$ cat src/assert_macros.svh
// ----------------------------------------------------------------------------
// assert_macros.svh
// Assertion macros shared by the RTL; they compile to nothing in synthesis.
// ----------------------------------------------------------------------------
`ifndef ASSERT_MACROS_SVH
`define ASSERT_MACROS_SVH
`ifndef SYNTHESIS
// property checked on every rising clock edge outside reset
`define PAL_ASSERT(lbl, clk, rst_n, prop) \
	lbl: assert property (@(posedge clk) disable iff (!rst_n) prop) \
		else $error("assertion failed");
// same, also checked while reset is asserted
`define PAL_ASSERT_ALWAYS(lbl, clk, prop) \
	lbl: assert property (@(posedge clk) prop) else $error("assertion failed");
`else
`define PAL_ASSERT(lbl, clk, rst_n, prop)
`define PAL_ASSERT_ALWAYS(lbl, clk, prop)
`endif
`endif

$ cat src/pal_pkg.sv
// ----------------------------------------------------------------------------
// pal_pkg
// Constants, codes and types of the positional array list.
// ----------------------------------------------------------------------------
`default_nettype none

package pal_pkg;

	localparam int DEPTH      = 64;
	localparam int DATA_WIDTH = 32;

	localparam int IDX_W   = $clog2(DEPTH);
	localparam int COUNT_W = $clog2(DEPTH + 1);
	localparam int FUNC_W  = 3;
	localparam int POS_W   = 7;
	localparam int EDATA_W = 32;
	localparam int STAT_W  = 2;
	localparam int CNT_O_W = 7;
	localparam int WIDE_W  = (POS_W > COUNT_W) ? POS_W : COUNT_W;

	localparam int GRP   = 8;
	localparam int NGRP  = (DEPTH + GRP - 1) / GRP;

	localparam int IN_W  = ((FUNC_W + POS_W + EDATA_W + 7) / 8) * 8;
	localparam int OUT_W = ((EDATA_W + STAT_W + CNT_O_W + 7) / 8) * 8;

	localparam logic [FUNC_W-1:0] F_INS_HEAD = 3'd0;
	localparam logic [FUNC_W-1:0] F_INS_TAIL = 3'd1;
	localparam logic [FUNC_W-1:0] F_INS_POS  = 3'd2;
	localparam logic [FUNC_W-1:0] F_REM_HEAD = 3'd3;
	localparam logic [FUNC_W-1:0] F_REM_TAIL = 3'd4;
	localparam logic [FUNC_W-1:0] F_REM_POS  = 3'd5;

	localparam logic [STAT_W-1:0] ST_OK    = 2'd0;
	localparam logic [STAT_W-1:0] ST_FULL  = 2'd1;
	localparam logic [STAT_W-1:0] ST_EMPTY = 2'd2;
	localparam logic [STAT_W-1:0] ST_RANGE = 2'd3;

	typedef struct packed {
		logic                  ins;
		logic                  rem;
		logic [IDX_W-1:0]      at;
		logic [DATA_WIDTH-1:0] data;
	} cmd_t;

endpackage

`default_nettype wire

$ cat src/pal_cell.sv
// ----------------------------------------------------------------------------
// pal_cell
// One slot of the list; shifts up or down with its neighbors on command.
// ----------------------------------------------------------------------------
`default_nettype none

module pal_cell (
	input  wire                           clk,
	input  wire  [pal_pkg::IDX_W-1:0]      cell_idx,
	input  wire  pal_pkg::cmd_t           cmd,
	input  wire  [pal_pkg::DATA_WIDTH-1:0] left,
	input  wire  [pal_pkg::DATA_WIDTH-1:0] right,
	output logic [pal_pkg::DATA_WIDTH-1:0] slot,
	output logic [pal_pkg::DATA_WIDTH-1:0] take
);
	import pal_pkg::*;

	logic [DATA_WIDTH-1:0] slot_q;

	always_ff @(posedge clk) begin
		if (cmd.ins) begin
			if (cell_idx == cmd.at) begin
				slot_q <= cmd.data;
			end else if (cell_idx > cmd.at) begin
				slot_q <= left;
			end
		end else if (cmd.rem && (cell_idx >= cmd.at)) begin
			slot_q <= right;
		end
	end

	assign slot = slot_q;
	assign take = (cmd.rem && (cell_idx == cmd.at)) ? slot_q : '0;

endmodule

`default_nettype wire

$ cat config.mk
export PLATFORM = sky130hd
export DESIGN_NAME = pal_cell
export DESIGN_NICKNAME = d
export VERILOG_FILES = /design/src/assert_macros.svh /design/src/pal_pkg.sv /design/src/pal_cell.sv
export SDC_FILE = /design/constraint.sdc
export NUM_CORES = 1
export LEC_CHECK = 0
export ABC_AREA = 0
export ABC_CLOCK_PERIOD_IN_PS = 4200
export BUFFER_PORTS_ARGS = -buffer_cell sky130_fd_sc_hd__buf_2
export CAP_MARGIN = 20
export CORE_MARGIN = 2
export CORE_UTILIZATION = 41
export CTS_BUF_LIST = sky130_fd_sc_hd__clkbuf_2
export CTS_CLUSTER_SIZE = 20
export DETAILED_ROUTE_END_ITERATION = 8
export PLACE_DENSITY = 0.86
export SYNTH_ARGS = -nofsm -noshare
export SYNTH_HDL_FRONTEND = slang
export SYNTH_SLANG_ARGS = --single-unit
$ cat constraint.sdc
create_clock -name clk -period 4.2 [get_ports clk]
set_clock_uncertainty 0.15 [all_clocks]
set_input_delay 0.42 -clock clk [delete_from_list [all_inputs] [get_ports clk]]
set_output_delay 0.42 -clock clk [all_outputs]
set_load 0.02 [all_outputs]
### After elaboration in Yosys (flattened, before gate mapping)

Index checks and enable logic that the tools add are counted.

| cells by class | value |
|---|---|
| multipliers | 0 |
| equality and inequality tests | 2 |
| shift-type cells | 0 |
| div/mod/pow operators | 0 |
| add/subtract/negate cells | 0 |
| multiplexer cells | 5 |
| reduce and logical (&&, ||, !) cells | 4 |
| bitwise gates (word level) | 0 |
| order comparisons | 2 |

Operators with widths:

| operator | count |
|---|---|
| two-way mux 32 bit | 5 |
| == test 6 bit | 1 |
| >= comparator 6 bit | 1 |
| > comparator 6 bit | 1 |
| != test 3 x 1 -> 1 bit, second input constant | 1 |
| logical AND 1 bit | 2 |
| AND reduction 2 bit | 1 |
| nonzero test 2 bit | 1 |

| word-level totals | value |
|---|---|
| ROM bits | 0 |
| RAM bits | 0 |
| logic and storage cells | 14 |
| memories kept | 0 |
| output and inout bits | 64 |
| input port bits | 111 |
| latch bits | 0 |
| register bits | 32 |

### Depth between registers and ports, before layout

Gate-level depths: netlist (run 1).

| logic depth | value |
|---|---|
| word-level depth | 4 |
| depth in mapped cells | 7 |
| gate-level depth less buffers | 5 |

### Worst setup path after synthesis (run 1)

Ideal clock, no wire load.

| path | value |
|---|---|
| path type | in2reg |
| from | input cmd[37] (netlist name) |
| to | register slot_q[0] (netlist: slot[0]) (enable) |
| buffers on the path | 2 |
| stages | 7 |
| setup slack | 593 ps |
| arrival | 3017 ps |
| cells stage by stage | inv_1 > ha_1 > and4_4 > buf_12 > buf_12 > nand3_1 > a41oi_1 |

| between the ends | value |
|---|---|
| longest elaborated chain between the ends | 4 |
| elaborated cells between the ends (all ways) | 7 |
| classes of those cells | order compare (2); eq/ne (2); reduce/logical (3) |

Ends and longest elaborated chain:

| what | RTL line | RTL |
|---|---|---|
| start, declared | pal_cell.sv:10 | `input wire pal_pkg::cmd_t cmd,` |
| >= comparator 6 bit | pal_cell.sv:27 | `end else if (cmd.rem && (cell_idx >= cmd.at)) begin` |
| logical AND 1 bit | pal_cell.sv:27 |  |
| nonzero test 2 bit (no line) | -- |  |
| AND reduction 2 bit (no line) (*) | -- |  |
| end signal, assigned | pal_cell.sv:23 | `slot_q <= cmd.data;` |
| end signal, assigned | pal_cell.sv:25 | `slot_q <= left;` |
| end signal, assigned | pal_cell.sv:28 | `slot_q <= right;` |
| end, declared | pal_cell.sv:18 | `logic [DATA_WIDTH-1:0] slot_q;` |

Mark *: on every way between the ends. The rest lies on a longest branch, timed or not.
A chain may end at the register's enable or synchronous reset.

### Worst setup path in the final report (run 1)

| path | value |
|---|---|
| from | input cell_idx[1] (netlist name) |
| to | output take[13] (netlist name) |

| between the ends | value |
|---|---|
| longest elaborated chain between the ends | 3 |

Ends and longest elaborated chain:

| what | RTL line | RTL |
|---|---|---|
| start, declared | pal_cell.sv:9 | `input wire [pal_pkg::IDX_W-1:0] cell_idx,` |
| == test 6 bit | pal_cell.sv:33 | `assign take = (cmd.rem && (cell_idx == cmd.at)) ? slot_q : '0;` |
| logical AND 1 bit | pal_cell.sv:33 |  |
| two-way mux 32 bit | pal_cell.sv:33 |  |
| end, declared | pal_cell.sv:14 | `output logic [pal_pkg::DATA_WIDTH-1:0] take` |

No other way between the ends.

==> impl_metrics.yaml, run 1 <==
synth:
  synth_edf_count: 32
  netlist.area_leader.share_pct: 42.9
  ys.flop_type: "edfxtp_1"
  synth_async_sr_flop_share_pct: 0
  synth_area_sq_um: 2240
  synth_nets: 364
  ys_warn_count: 0
  syn-mean-instance-area_sq_um: 9.07
  synth_top_area_cell: "edfxtp_1"
  ys_seq_area_share_pct: 42.9
  synth.area.top_cells: "edfxtp_1 (43%), a31oi_1 (8.9%), and3_1 (8.9%), nand4_1 (8.9%), o21ai_0 (5.6%)"
  syn_inst: 247
  synthDistinctLibCells: 23
  ys_ff_latch: 32
worst_setup_path:
  worst-setup-path-type: "primary input to output port"
  end_kind: "output port"
  cp-endpoint: "take[13]"
  worstSetupStartpointType: "primary input"
  crit_start: "cell_idx[1]"
  crit_fanout: 33
  arrival_ps: 2820
  critical_path_required_ps: 3630
global_routing:
  antenna_found_initial: 0
  overflow: 0
  grt_pass1_vias: 2347
  grt_max_degree: 65
  grt_usage_pct: 23.7
  grt_pass1_wl_um: 11300
final_layout:
  layout_common_cells: "buf_2 (174), nor2_1 (33)"
  mostFrequentLayoutCell: "buf_2"
  drive_gt1_share_pct: 47.0
  largest_reg_flops: 32
  area.growth.synth_to_final_pct: 37.3
  antenna_cells: 0
  finalNetCount: 519
routing:
  drt-vias-per-instance: 5.56
  wire_per_inst_um: 16.0
  vias: 2624
  drt_pre_antenna_iters: 5
  route.met3.wl_um: 642
  wl_met1_um: 2910
  drc: 0
  met2_length_um: 3820
  antenna_left: 0
  drt_iter0_drc: 164
  topRoutingLayerUsed: "met4"
  routed_wl_um: 7550
floorplan:
  die_area_sq_um: 6070
  io_pins: 175
  core.rowCount: 26
  die_h_um: 77.9
  die_w_um: 77.9
  core-area_sq_um: 5200
  start_util_pct: 43.0
clock_network:
  post_cts_buffers: 0
  cts_tree: "done"
  clockBufferDepth: 2
  hold_buffers: 0
  clock_sinks: 32
  cts_buffers: 5
  cts_root_buffer: "clkbuf_2"
  htreeDepth: 2
  cts_resized: 0
  cts.reportedPaths.clkPinSlew_ps: 150
power:
  pwr_density_cell_nw_per_um2: 283
  power_uw: 869
  power_leakage_nw: 1.55
  ir_worst_vdd_v: 0.000124
outcome:
  status: "finished clean"
run:
  drv_cap: 0
sta:
  finalSetupTns_ps: 0
  worst_slack_ps: 815
  finalCritPeriodShare_pct: 80.6
  relSlewSlack_pct: 36.9
  report.final.hold_viol_count: 0
  fmax_ghz: 0.295
  rsz0062_at_grt: "no"
  setup_viol: 0
  finalCriticalPeriod_ps: 3390
  slew_viol_final: 0
  max_slew.worst_pin.slew_ps: 945
worst_hold_path:
  min_path_type: "primary input to flop"
place:
  place_ws_ps: 840
  dp_hpwl_um: 5540
  place_congestion: 0.876
  port_buffers: 174
==> where the power goes <==
group	total [mW]	switching [mW]	internal, mW
logic	0.296	0.192	0.104
clock network	0.134	0.0997	0.0343
registers	0.439	0.0257	0.414
total	0.869	0.317	0.552
==> synth_stat cells (2+ instances only) <==
cell type	number
buf_4	6
edfxtp_1	32
o21ai_1	8
clkbuf_1	13
a31oi_1	32
buf_12	4
ha_1	6
o21ai_0	25
inv_1	6
nand4_1	32
and3_1	32
nand3_1	2
nor2_1	33
buf_2	7
==> logic make-up after synthesis <==
| logic type | count (synthesis) | synth area share (%) |
|---|---|---|
| adder cells (fa/ha/maj) | 6 | 3.35 |
| AND/OR/NAND/NOR | 104 | 26.0 |
| AO/OA/AOI/OAI | 68 | 17.3 |
| flip-flops | 32 | 42.9 |
| buffers and inverters | 37 | 10.5 |
==> critical path, stage by stage <==
cell     delay (ps)
buf_2           100
ha_1            690
nand2_4         350
nor2_2          820
and3_1          260
buf_2           160
==> final cells by class <==
class,count,area (sq um)
Multi-Input combinational cell,178,1060
Tap cell,70,87.6
Sequential cell,32,961
Clock inverter,2,7.51
Fill cell,478,2130
Timing Repair Buffer,179,908
Clock buffer,5,25.0
Inverter,6,22.5
==> routing by layer <==
metal,vias up,track usage (%)
met5,-,0
met4,0,9.65
met3,16,4.42
met2,158,42.4
met1,1195,27.8
li1,1255,-
==> through the flow <==
stage | hold slack, ps | utilization (%) | cell area (sq um) | std cells
floorplan | 519 | - | 2240 | 247
global placement | 611 | 58.4 | 3040 | 465
detailed placement | 618 | 58.4 | 3040 | 465
CTS | 224 | 59.1 | 3070 | 472
global route | 217 | 59.1 | 3070 | 472
finish | 244 | 59.1 | 3070 | 472
==> worst min path at each step <==
stage          startpoint  endpoint  slack [ps]  depth (start not counted)
5_1_grt          right[8]   slot[8]         220                          3
4_1_cts         right[12]  slot[12]         220                          3
3_3_place_gp    right[11]  slot[11]         610                          3
3_5_place_dp    right[12]  slot[12]         620                          3
6_report         right[9]   slot[9]         240                          3
2_1_floorplan   right[10]  slot[10]         520                          2
Power figures use the tool's default switching activity.
==> inputs of run 2 (changes only) <==
ABC_CLOCK_PERIOD_IN_PS = 3400   (was 4200)
clock period = 3.4 ns   (was 4.2 ns; I/O delays follow)
==> run 2 against run 1 <==
Combinational power grew 24%. Non-clock buffer count up 3. Sequential power is 23% higher. Clock power up 78%. Global-route usage increased by 0.67 points. Worst hold slack got worse by 80 ps. Routed wire length increased by 0.20%. Final cell count up 0.85%. Setup slack lost 87 ps. Total power rose by 32%.
==> impl_metrics.yaml, run 2 (synthesized netlist as in run 1, its figures left out) <==
worst_setup_path:
  worst-setup-path-type: "primary input to output port"
  cp_slowest_cell: "ha_1"
  crit_fanout: 33
  worstSetupStartpointType: "primary input"
  cpMostUsedCell: "buf_2"
  cp_cell_sequence: "buf_2, inv_1, ha_1, nand2_4, nor2_2, buf_4, and3_1, buf_2"
  arrival_ps: 2180
  end_kind: "output port"
  critPathMaxStageDelay_ps: 580
  critical_path_required_ps: 2910
power:
  switchingPower_uw: 384
  clockPowerShare_pct: 20.8
  comb_power_share_pct: 32.1
  ir_worst_vdd_v: 0.000168
  power.share.sequential_pct: 47.1
  power_mw: 1.15
  p_int_uw: 762
  switching_share_pct: 33.5
  pwr_density_cell_nw_per_um2: 367
  power_leakage_nw: 1.58
floorplan:
  core.rowCount: 26
  die_area_sq_um: 6070
  io_pins: 175
  die_w_um: 77.9
  start_util_pct: 43.0
  die_h_um: 77.9
  core-area_sq_um: 5200
routing:
  drt_pre_antenna_iters: 5
  antenna_left: 0
  vias: 2607
  drt-vias-per-instance: 5.48
  drt_iter0_drc: 175
  wire_per_inst_um: 15.9
  drc: 0
  routed_wl_um: 7560
clock_network:
  cts_buffers: 5
  cts_root_buffer: "clkbuf_2"
  post_cts_buffers: 0
  htreeDepth: 2
  cts_tree: "done"
  cts_resized: 0
  clockBufferDepth: 2
  hold_buffers: 0
  cts.reportedPaths.clkPinSlew_ps: 160
  clock_sinks: 32
final_layout:
  antenna_cells: 0
  layout_common_cells: "buf_2 (174), nor2_1 (33)"
  area.growth.synth_to_final_pct: 39.6
  drive_gt1_share_pct: 47.5
  finalNetCount: 522
  mostFrequentLayoutCell: "buf_2"
  fin_area_sq_um: 3130
  stdcell_count: 476
  largest_reg_flops: 32
sta:
  finalCritPeriodShare_pct: 78.6
  finalSetupTns_ps: 0
  rsz0062_at_grt: "no"
  max_slew.worst_pin.slew_ps: 488
  relSlewSlack_pct: 67.5
  fmax_ghz: 0.374
  slew_viol_final: 0
  report.final.hold_viol_count: 0
  setup_viol: 0
  finalCriticalPeriod_ps: 2670
place:
  place_congestion: 0.841
  placed_area_sq_um: 3060
  placed_cells: 468
  port_buffers: 174
  dp_hpwl_um: 5680
global_routing:
  grt_pass1_vias: 2458
  grt_max_degree: 38
  overflow: 0
  antenna_found_initial: 0
  grt_pass1_wl_um: 11800
  grt_usage_pct: 24.4
run:
  drv_cap: 0
outcome:
  status: "finished clean"
worst_hold_path:
  min_path_type: "primary input to flop"
[run 2: cell count changes in the layout (fill, tap and decap cells not counted)]
cell and delta:
buf_4 +3, bufinv_16 +1
[run 2: final cells by class]
| type | count | area (sq um) |
|---|---|---|
| repair buffers | 182 | 931 |
| flip-flops and latches | 32 | 961 |
| well taps | 70 | 87.6 |
| clock inverters | 3 | 37.5 |
| inverters | 6 | 22.5 |
| fillers | 500 | 2080 |
| clock buffers | 5 | 25.0 |
| multi-input cells | 178 | 1060 |
[run 2: metal layers]
metal  wire length (um)  vias up  global-route usage, %
met5                  0        -                      0
met4                138        0                   9.65
met3                596       12                   5.23
met2               3920      154                   42.5
met1               2910     1176                   29.2
li1                   -     1265                      -
[run 2: critical path: cells and delay by family]
kind                     cells  cell delay, ps
buffers and inverters        4             570
AND/OR/NAND/NOR              3             660
adder cells (fa/ha/maj)      1             580
[run 2: through the flow]
| step | worst slack [ps] | utilization (%) | hold WS, ps |
|---|---|---|---|
| floorplan | 653 | - | 439 |
| global placement | 817 | 58.9 | 532 |
| detailed placement | 756 | 58.9 | 538 |
| CTS | 756 | 60.1 | 146 |
| global route | 585 | 60.1 | 141 |
| finish | 728 | 60.1 | 164 |
[run 2: path summary, 6_finish.rpt]
kind	startpoint	endpoint	slack [ps]	depth (start not counted)
setup / recovery	cell_idx[0]	take[1]	730	8
hold / removal	right[2]	slot[2]	160	3
[run 2: power groups by stage]
stage / Sequential (mW) / Clock (mW) / Combinational [mW]
after CTS: 0.541 / 0.244 / 0.368
after floorplan: 0.624 / 0 / 0.143
final: 0.540 / 0.239 / 0.367
after global routing: 0.547 / 0.263 / 0.398
after detailed placement: 0.550 / 0 / 0.366
after global placement: 0.546 / 0 / 0.358
