--- config.mk ---
export PLATFORM = sky130hd
export DESIGN_NAME = pal_ctrl
export DESIGN_NICKNAME = d
export VERILOG_FILES = /design/src/assert_macros.svh /design/src/pal_pkg.sv /design/src/pal_ctrl.sv
export SDC_FILE = /design/constraint.sdc
export NUM_CORES = 1
export LEC_CHECK = 0
export ABC_AREA = 1
export BUFFER_PORTS_ARGS = -buffer_cell sky130_fd_sc_hd__buf_2
export CAP_MARGIN = 0
export CORE_MARGIN = 3
export CORE_UTILIZATION = 40
export DETAILED_ROUTE_END_ITERATION = 10
export PLACE_DENSITY_LB_ADDON = 0.05
export SETUP_SLACK_MARGIN = 0.3
export SLEW_MARGIN = 0
export SYNTH_ARGS = -nofsm -noshare
export SYNTH_HDL_FRONTEND = slang
export SYNTH_SLANG_ARGS = --single-unit
--- constraint.sdc ---
create_clock -name clk -period 3.1 [get_ports clk]
set_input_delay 0.155 -clock clk [delete_from_list [all_inputs] [get_ports clk]]
set_output_delay 0.155 -clock clk [all_outputs]
set_load 0.01 [all_outputs]
--- src/assert_macros.svh ---
// ----------------------------------------------------------------------------
// assert_macros.svh
// Assertion macros shared by the RTL; they compile to nothing in synthesis.
// ----------------------------------------------------------------------------
`ifndef ASSERT_MACROS_SVH
`define ASSERT_MACROS_SVH
`ifndef SYNTHESIS
// property checked on every rising clock edge outside reset
`define PAL_ASSERT(lbl, clk, rst_n, prop) \
	lbl: assert property (@(posedge clk) disable iff (!rst_n) prop) \
		else $error("assertion failed");
// same, also checked while reset is asserted
`define PAL_ASSERT_ALWAYS(lbl, clk, prop) \
	lbl: assert property (@(posedge clk) prop) else $error("assertion failed");
`else
`define PAL_ASSERT(lbl, clk, rst_n, prop)
`define PAL_ASSERT_ALWAYS(lbl, clk, prop)
`endif
`endif

--- src/pal_pkg.sv ---
// ----------------------------------------------------------------------------
// pal_pkg
// Constants, codes and types of the positional array list.
// ----------------------------------------------------------------------------
`default_nettype none

package pal_pkg;

	localparam int DEPTH      = 64;
	localparam int DATA_WIDTH = 32;

	localparam int IDX_W   = $clog2(DEPTH);
	localparam int COUNT_W = $clog2(DEPTH + 1);
	localparam int FUNC_W  = 3;
	localparam int POS_W   = 7;
	localparam int EDATA_W = 32;
	localparam int STAT_W  = 2;
	localparam int CNT_O_W = 7;
	localparam int WIDE_W  = (POS_W > COUNT_W) ? POS_W : COUNT_W;

	localparam int GRP   = 8;
	localparam int NGRP  = (DEPTH + GRP - 1) / GRP;

	localparam int IN_W  = ((FUNC_W + POS_W + EDATA_W + 7) / 8) * 8;
	localparam int OUT_W = ((EDATA_W + STAT_W + CNT_O_W + 7) / 8) * 8;

	localparam logic [FUNC_W-1:0] F_INS_HEAD = 3'd0;
	localparam logic [FUNC_W-1:0] F_INS_TAIL = 3'd1;
	localparam logic [FUNC_W-1:0] F_INS_POS  = 3'd2;
	localparam logic [FUNC_W-1:0] F_REM_HEAD = 3'd3;
	localparam logic [FUNC_W-1:0] F_REM_TAIL = 3'd4;
	localparam logic [FUNC_W-1:0] F_REM_POS  = 3'd5;

	localparam logic [STAT_W-1:0] ST_OK    = 2'd0;
	localparam logic [STAT_W-1:0] ST_FULL  = 2'd1;
	localparam logic [STAT_W-1:0] ST_EMPTY = 2'd2;
	localparam logic [STAT_W-1:0] ST_RANGE = 2'd3;

	typedef struct packed {
		logic                  ins;
		logic                  rem;
		logic [IDX_W-1:0]      at;
		logic [DATA_WIDTH-1:0] data;
	} cmd_t;

endpackage

`default_nettype wire

--- src/pal_ctrl.sv ---
// ----------------------------------------------------------------------------
// pal_ctrl
// Decodes an operation against the occupancy count and drives the cell row.
// ----------------------------------------------------------------------------
`default_nettype none

module pal_ctrl (
	input  wire                            clk,
	input  wire                            arst_n,
	input  wire                            fire,
	input  wire  [pal_pkg::FUNC_W-1:0]     func,
	input  wire  [pal_pkg::POS_W-1:0]      position,
	input  wire  [pal_pkg::EDATA_W-1:0]    entry_data,
	output pal_pkg::cmd_t                  cmd,
	output logic [pal_pkg::STAT_W-1:0]     status,
	output logic [pal_pkg::COUNT_W-1:0]    count_after,
	output logic [pal_pkg::COUNT_W-1:0]    count
);
	import pal_pkg::*;

	logic [COUNT_W-1:0] count_q;
	logic [WIDE_W-1:0]  pos_w;
	logic [WIDE_W-1:0]  cnt_w;
	logic               full;
	logic               empty;
	logic               ins_ok;
	logic               rem_ok;
	logic [IDX_W-1:0]   at;

	assign pos_w = WIDE_W'(position);
	assign cnt_w = WIDE_W'(count_q);
	assign full  = (count_q == COUNT_W'(DEPTH));
	assign empty = (count_q == '0);

	always_comb begin
		ins_ok = 1'b0;
		rem_ok = 1'b0;
		at     = '0;
		status = ST_OK;
		case (func)
			F_INS_HEAD: begin
				if (full) status = ST_FULL;
				else ins_ok = 1'b1;
			end
			F_INS_TAIL: begin
				at = IDX_W'(count_q);
				if (full) status = ST_FULL;
				else ins_ok = 1'b1;
			end
			F_INS_POS: begin
				at = IDX_W'(pos_w);
				if (full) status = ST_FULL;
				else if (pos_w > cnt_w) status = ST_RANGE;
				else ins_ok = 1'b1;
			end
			F_REM_HEAD: begin
				if (empty) status = ST_EMPTY;
				else rem_ok = 1'b1;
			end
			F_REM_TAIL: begin
				at = IDX_W'(count_q - COUNT_W'(1));
				if (empty) status = ST_EMPTY;
				else rem_ok = 1'b1;
			end
			F_REM_POS: begin
				at = IDX_W'(pos_w);
				if (empty) status = ST_EMPTY;
				else if (pos_w >= cnt_w) status = ST_RANGE;
				else rem_ok = 1'b1;
			end
			default: ;
		endcase
	end

	always_comb begin
		count_after = count_q;
		if (ins_ok) count_after = count_q + COUNT_W'(1);
		else if (rem_ok) count_after = count_q - COUNT_W'(1);
	end

	assign cmd.ins  = fire && ins_ok;
	assign cmd.rem  = fire && rem_ok;
	assign cmd.at   = at;
	assign cmd.data = DATA_WIDTH'(entry_data);
	assign count    = count_q;

	always_ff @(posedge clk or negedge arst_n) begin
		if (!arst_n) begin
			count_q <= '0;
		end else if (fire) begin
			count_q <= count_after;
		end
	end

endmodule

`default_nettype wire
# Word-level counts from Yosys, hierarchy flattened
# Index checks and enable logic that the tools add are counted.
# word_totals
regBits	7
output_inout_bits	56
input_bits	45
word_cells	36
# op_classes
n_eq_ne	6
n_lt_le_gt_ge	2
add_sub_neg	2
muxes	18
reduce_logical	7
# ops
operator	n
$pmux W6 S3	1
$mux W7	2
$mux W2	5
$pmux W2 S4	1
$add A7 B1 Y7 const B	1
$eq A7 B7 Y1 const B	1
$ge A7 B7 Y1	1
$gt A7 B7 Y1	1
$logic_not A7 Y1	1
$mux W1	7
$sub A7 B1 Y7 const B	1
$eq A3 B2 Y1 const B	2
$eq A3 B3 Y1 const B	2
$reduce_or A2 Y1	3
$pmux W1 S2	2
$eq A3 B1 Y1 const B	1
$logic_not A3 Y1	1
$logic_and A1 B1 Y1	2

# Logic depth before layout (Yosys ltp)
# logic_depth
depth_word	6
ltp_mapped	14
depth_no_buf	13

# Worst setup path before layout
# OpenSTA, ideal clock, no wires.
# synth_timing
kind	register to output
startpoint	reg count_q[4] (netlist: count[4])
endpoint	out count_after[2] in the netlist's numbering
slack_ps	1094
path_stages_with_launch	13
t_required_ps	2945
path_buffers	1
t_arrival_ps	1851
path_cell_list	dfrtp_1 > buf_6 > inv_1 > ha_1 > nand2_1 > nor2_1 > nand3_1 > nand4_1 > nand2_4 > nand2_4 > nand2_1 > nand3_1 > and2_1
# synth_between
elab_chain_len	6
word_cells_on_any_way	14
classes_between	order compare (2); eq/ne (1); mux (10); reduce/logical (1)
# synth_rtl
element	line_no	rtl
from (decl)	pal_ctrl.sv:21	logic [COUNT_W-1:0] count_q;
from (signal assigned)	pal_ctrl.sv:91	count_q <= count_after;
$ge A7 B7 Y1	pal_ctrl.sv:68	else if (pos_w >= cnt_w) status = ST_RANGE;
$mux W1	pal_ctrl.sv:68	
$mux W1	pal_ctrl.sv:67	if (empty) status = ST_EMPTY;
$pmux W1 S2	pal_ctrl.sv:40	case (func)
$mux W7	pal_ctrl.sv:78	else if (rem_ok) count_after = count_q - COUNT_W'(1);
$mux W7 (*)	pal_ctrl.sv:77	if (ins_ok) count_after = count_q + COUNT_W'(1);
to (decl)	pal_ctrl.sv:16	output logic [pal_pkg::COUNT_W-1:0] count_after,
# Every way passes the cells marked *; elsewhere a longest branch is shown, timed or not.

# Worst setup path after layout
# layout_timing
startpoint	reg count_q[6] (netlist: count[6])
endpoint	out count_after[4] in the netlist's numbering
# Same word-level chain as after synthesis.

==> report_table.html <==
<table>
<tr><th>Metric</th><th>Value</th></tr>
<tr><th colspan="2">Outcome</th></tr>
<tr><td>Result of the run</td><td>finished, final reports clean</td></tr>
<tr><th colspan="2">Placement</th></tr>
<tr><td>Routability-driven placement congestion ratio</td><td>0.8647</td></tr>
<tr><td>PortBufs</td><td>36</td></tr>
<tr><td>Total half-perimeter wirelength after legalization and detailed placement</td><td>about 3100 um</td></tr>
<tr><td>Worst slack at placement</td><td>roughly 0.67 ns</td></tr>
<tr><td>Placed instance area</td><td>1391 um^2</td></tr>
<tr><th colspan="2">Worst setup path</th></tr>
<tr><td>CP Max Fanout</td><td>7</td></tr>
<tr><td>Worst Setup End Kind</td><td>primary output</td></tr>
<tr><td>Startpoint Class</td><td>register</td></tr>
<tr><td>CP Class</td><td>register to primary output</td></tr>
<tr><td>Required time reported for the critical path endpoint</td><td>2.94 ns</td></tr>
<tr><td>Crit path DAT</td><td>between 2 and 2.5 ns</td></tr>
<tr><th colspan="2">STA</th></tr>
<tr><td>Max-slew headroom at the worst pin</td><td>0.6820</td></tr>
<tr><td>Period Utilization, post-route</td><td>0.8200</td></tr>
<tr><td>Slew at the pin closest to its max-slew limit</td><td>roughly 0.47 ns</td></tr>
<tr><td>Largest clock skew in the final design</td><td>approximately 0.0009 ns</td></tr>
<tr><td>Worst slack on hold paths</td><td>around 0.21 ns</td></tr>
<tr><td>Maximum frequency from static timing analysis</td><td>about 400 MHz</td></tr>
<tr><td>Unrepaired setup endpoints after global routing</td><td>false</td></tr>
<tr><td>Final setup violation count</td><td>0</td></tr>
<tr><td>Final hold violations</td><td>0</td></tr>
<tr><td>Slew Viols, Final</td><td>0</td></tr>
<tr><td>Minimum clock period after layout</td><td>2.542 ns</td></tr>
<tr><td>Summed negative setup slack over all endpoints</td><td>0 ns</td></tr>
<tr><td>Fin worst setup slack</td><td>roughly 0.56 ns</td></tr>
<tr><th colspan="2">Floorplanning</th></tr>
<tr><td>Initial cell density of the core</td><td>0.4238</td></tr>
<tr><td>Core outline area</td><td>3390 um^2</td></tr>
<tr><td>FP Rows</td><td>21</td></tr>
<tr><td>Overall die area</td><td>4346 um^2</td></tr>
<tr><td>Number of placed I/O pins</td><td>101</td></tr>
<tr><td>Die span in y</td><td>between 60 and 70 um</td></tr>
<tr><td>Floorplan die width</td><td>~66 um</td></tr>
<tr><th colspan="2">CTS</th></tr>
<tr><td>Post-CTS setup buffers</td><td>0</td></tr>
<tr><td>Latest clock arrival within the worst-skew pair</td><td>approximately 0.25 ns</td></tr>
<tr><td># clock sinks</td><td>7</td></tr>
<tr><td>TritonCTS clock tree</td><td>yes</td></tr>
<tr><td>H-tree depth</td><td>1</td></tr>
<tr><td>Clock tree buffer depth</td><td>2</td></tr>
<tr><td>Clock buffer count from CTS</td><td>3</td></tr>
<tr><td>Post-CTS clock slew at the launch and capture registers of the worst setup and hold paths</td><td>~0.050 ns</td></tr>
<tr><td>Root cell of the clock tree</td><td>sky130_fd_sc_hd__clkbuf_4</td></tr>
<tr><th colspan="2">Detailed routing</th></tr>
<tr><td>Drt first pass iters</td><td>4</td></tr>
<tr><td>Routed length per placed instance</td><td>13.56 um</td></tr>
<tr><td>DRC</td><td>0</td></tr>
<tr><td>Antenna violation net count after detailed routing</td><td>0</td></tr>
<tr><td>Via count</td><td>approximately 1300</td></tr>
<tr><td>Drt initial violations</td><td>roughly 70</td></tr>
<tr><td>Total Routed Length</td><td>around 3600 um</td></tr>
<tr><td>Via density</td><td>about 5.0</td></tr>
<tr><th colspan="2">Synth</th></tr>
<tr><td>Count of different cell masters after synthesis</td><td>34</td></tr>
<tr><td>Number of standard cells after synthesis</td><td>between 200 and 250</td></tr>
<tr><td>FF+latch count, synth</td><td>7</td></tr>
<tr><td>Synthesized cell area</td><td>~1400 um^2</td></tr>
<tr><td>Total of warnings raised by yosys</td><td>0</td></tr>
<tr><td>Sequential share of the synthesized area</td><td>0.1220</td></tr>
<tr><td>Total nets after synthesis</td><td>between 200 and 300</td></tr>
<tr><td>Mapped Avg Cell Area</td><td>a little under 7 um^2</td></tr>
<tr><th colspan="2">Finish</th></tr>
<tr><td>Filler cell count</td><td>slightly below 400</td></tr>
<tr><td>Share of cells above drive strength 1</td><td>0.2982</td></tr>
<tr><td>Area Overhead vs Synth</td><td>0.0001392%</td></tr>
<tr><td>Final design instance area without fill</td><td>1436 um^2</td></tr>
<tr><td>Final-stage net count</td><td>between 200 and 300</td></tr>
<tr><td>Flip-flop count of the largest register after layout</td><td>7</td></tr>
<tr><td>Number of antenna diodes</td><td>0</td></tr>
<tr><th colspan="2">Power</th></tr>
<tr><td>Sequential cell fraction of total power</td><td>0.181</td></tr>
<tr><td>Part of the total power dissipated in combinational logic</td><td>0.749</td></tr>
<tr><td>Power density over cell area</td><td>about 830 nW/um^2</td></tr>
<tr><td>Switching portion of total power</td><td>0.5679</td></tr>
<tr><td>Worst supply voltage drop on vdd</td><td>0.2880 mV</td></tr>
<tr><td>Clock network power share</td><td>0.069</td></tr>
<tr><td>Switching pwr</td><td>~680 uW</td></tr>
<tr><td>Overall power consumption</td><td>approximately 1200 uW</td></tr>
<tr><td>Static Leakage</td><td>0.0007856 uW</td></tr>
<tr><td>Cell-internal power</td><td>a little over 500 uW</td></tr>
<tr><th colspan="2">GRT</th></tr>
<tr><td>Number of antenna violations at the first check in global routing</td><td>0</td></tr>
<tr><td>Pin count of the biggest net entering global routing</td><td>11</td></tr>
<tr><td>Total global routing track utilization</td><td>0.1686</td></tr>
<tr><td>Via count of the first global-routing pass</td><td>approximately 1200</td></tr>
<tr><td>Total congestion overflow</td><td>0</td></tr>
<tr><td>First-pass GRT wire length</td><td>5844 um</td></tr>
<tr><th colspan="2">Run</th></tr>
<tr><td>Count of maximum capacitance violations</td><td>0</td></tr>
<tr><th colspan="2">Min path</th></tr>
<tr><td>Type of the tightest min-delay check</td><td>primary input to register</td></tr>
</table>
## Yosys cell counts, drive strengths merged
cell	number	area, um^2
nor2	15	85.08
o311ai	1	8.760
buf	36	290.3
nand2	61	266.5
nand3b	2	15.01
o21ai	5	32.53
and2	4	25.02
a21oi	4	20.02
a22oi	2	15.01
nand3	22	115.1
a31oi	1	6.260
inv	23	93.84
dfrtp	7	175.2
o221ai	3	26.28
nor3	5	41.29
o211ai	2	15.01
nand4	4	40.04
xor2	6	52.55
ha	9	112.6
## power by group through the flow
| stage | Sequential [uW] | Clock (uW) | Combinational, uW |
|---|---|---|---|
| 2_1_floorplan | 195 | 0 | 724 |
| 3_3_place_gp | 216 | 0 | 897 |
| 3_5_place_dp | 219 | 0 | 893 |
| 4_1_cts | 217 | 85.3 | 898 |
| 5_1_grt | 225 | 90.9 | 1010 |
| 6_report | 216 | 82.6 | 892 |
## worst max-delay path, cell delays in order, from the launching register on
cell and delay, ns:
sky130_fd_sc_hd__dfrtp_1 0.42, sky130_fd_sc_hd__inv_1 0.22, sky130_fd_sc_hd__ha_1 0.29, sky130_fd_sc_hd__nand2_1 0.10, sky130_fd_sc_hd__inv_1 0.06, sky130_fd_sc_hd__a21oi_1 0.20
sky130_fd_sc_hd__nand4_1 0.19, sky130_fd_sc_hd__nand2_4 0.15, sky130_fd_sc_hd__nand2_4 0.08, sky130_fd_sc_hd__nand2_1 0.07, sky130_fd_sc_hd__nand3_1 0.09, sky130_fd_sc_hd__and2_1 0.15
sky130_fd_sc_hd__buf_2 0.13
## per-stage QoR
step / cells / utilization
floorplan: 212 / -
global placement: 259 / 0.4105
detailed placement: 259 / 0.4105
CTS: 264 / 0.4212
global route: 264 / 0.4238
finish: 264 / 0.4238
## kinds of logic (layout without fill, tap and decap cells)
family	after synthesis	count (layout)	synth area share
adders and majority gates	9	9	0.07840
and+or+nand+nor	113	113	0.4094
xor gates and xnor gates	6	6	0.03659
DFF	7	7	0.1220
AOI/OAI and AO/OA	18	18	0.08624
buffers and inverters	59	65	0.2674
## final cells by class
class / instances / area (um^2) / share of cell area
well taps: 46 / 57.56 / 0.04007
flip-flops and latches: 7 / 176.4 / 0.1228
inverters: 23 / 93.84 / 0.06533
clock buffers: 4 / 26.28 / 0.01829
repair buffers: 38 / 197.7 / 0.1376
multi-input cells: 146 / 884.6 / 0.6159
## cells in the final DEF (no fill, tap or decap), types with 3 or more instances in the layout
cell type and count:
sky130_fd_sc_hd__dfrtp_1 6, sky130_fd_sc_hd__buf_2 36, sky130_fd_sc_hd__nand3_1 20, sky130_fd_sc_hd__nand2_1 54, sky130_fd_sc_hd__o221ai_1 3, sky130_fd_sc_hd__a21oi_1 4
sky130_fd_sc_hd__nand2_2 3, sky130_fd_sc_hd__and2_1 4, sky130_fd_sc_hd__nor2_2 3, sky130_fd_sc_hd__nand2_4 4, sky130_fd_sc_hd__inv_2 3, sky130_fd_sc_hd__xor2_1 6
sky130_fd_sc_hd__nor3_1 3, sky130_fd_sc_hd__nor2_1 10, sky130_fd_sc_hd__clkbuf_4 3, sky130_fd_sc_hd__o21ai_0 3, sky130_fd_sc_hd__nand4_1 3, sky130_fd_sc_hd__ha_1 9
sky130_fd_sc_hd__inv_1 18
## path summary, 6_finish.rpt
| path | start | slack [ns] | depth (start not counted) | endpoint |
|---|---|---|---|---|
| max reg2reg | count[6] | 0.98 | 12 | count[4] |
| min in group asynchronous | arst_n | 0.28 | 2 | count[2] |
| min | fire | 0.21 | 3 | count[1] |
| min reg2reg | count[1] | 0.57 | 2 | count[1] |
| max in group asynchronous | arst_n | 2.65 | 2 | count[3] |
| max | count[6] | 0.56 | 12 | count_after[4] |
## layer usage
layer	wire length, um	part of all wire	global-route usage	up-vias
met1	1550	0.43	0.2130	588
li1	-	-	-	666
met2	1672	0.47	0.2816	54
met4	38	0.011	0.02591	0
met3	320	0.089	0.05612	12
met5	0	0	0	-
## what timing repair did
action | CTS | global route
hold endpoints to repair | 7 | 0
resized for setup | 0 | 3
hold buffers | 1 | 0
endpoints found under the setup margin | 0 | 7
Power figures use the tool's default switching activity.
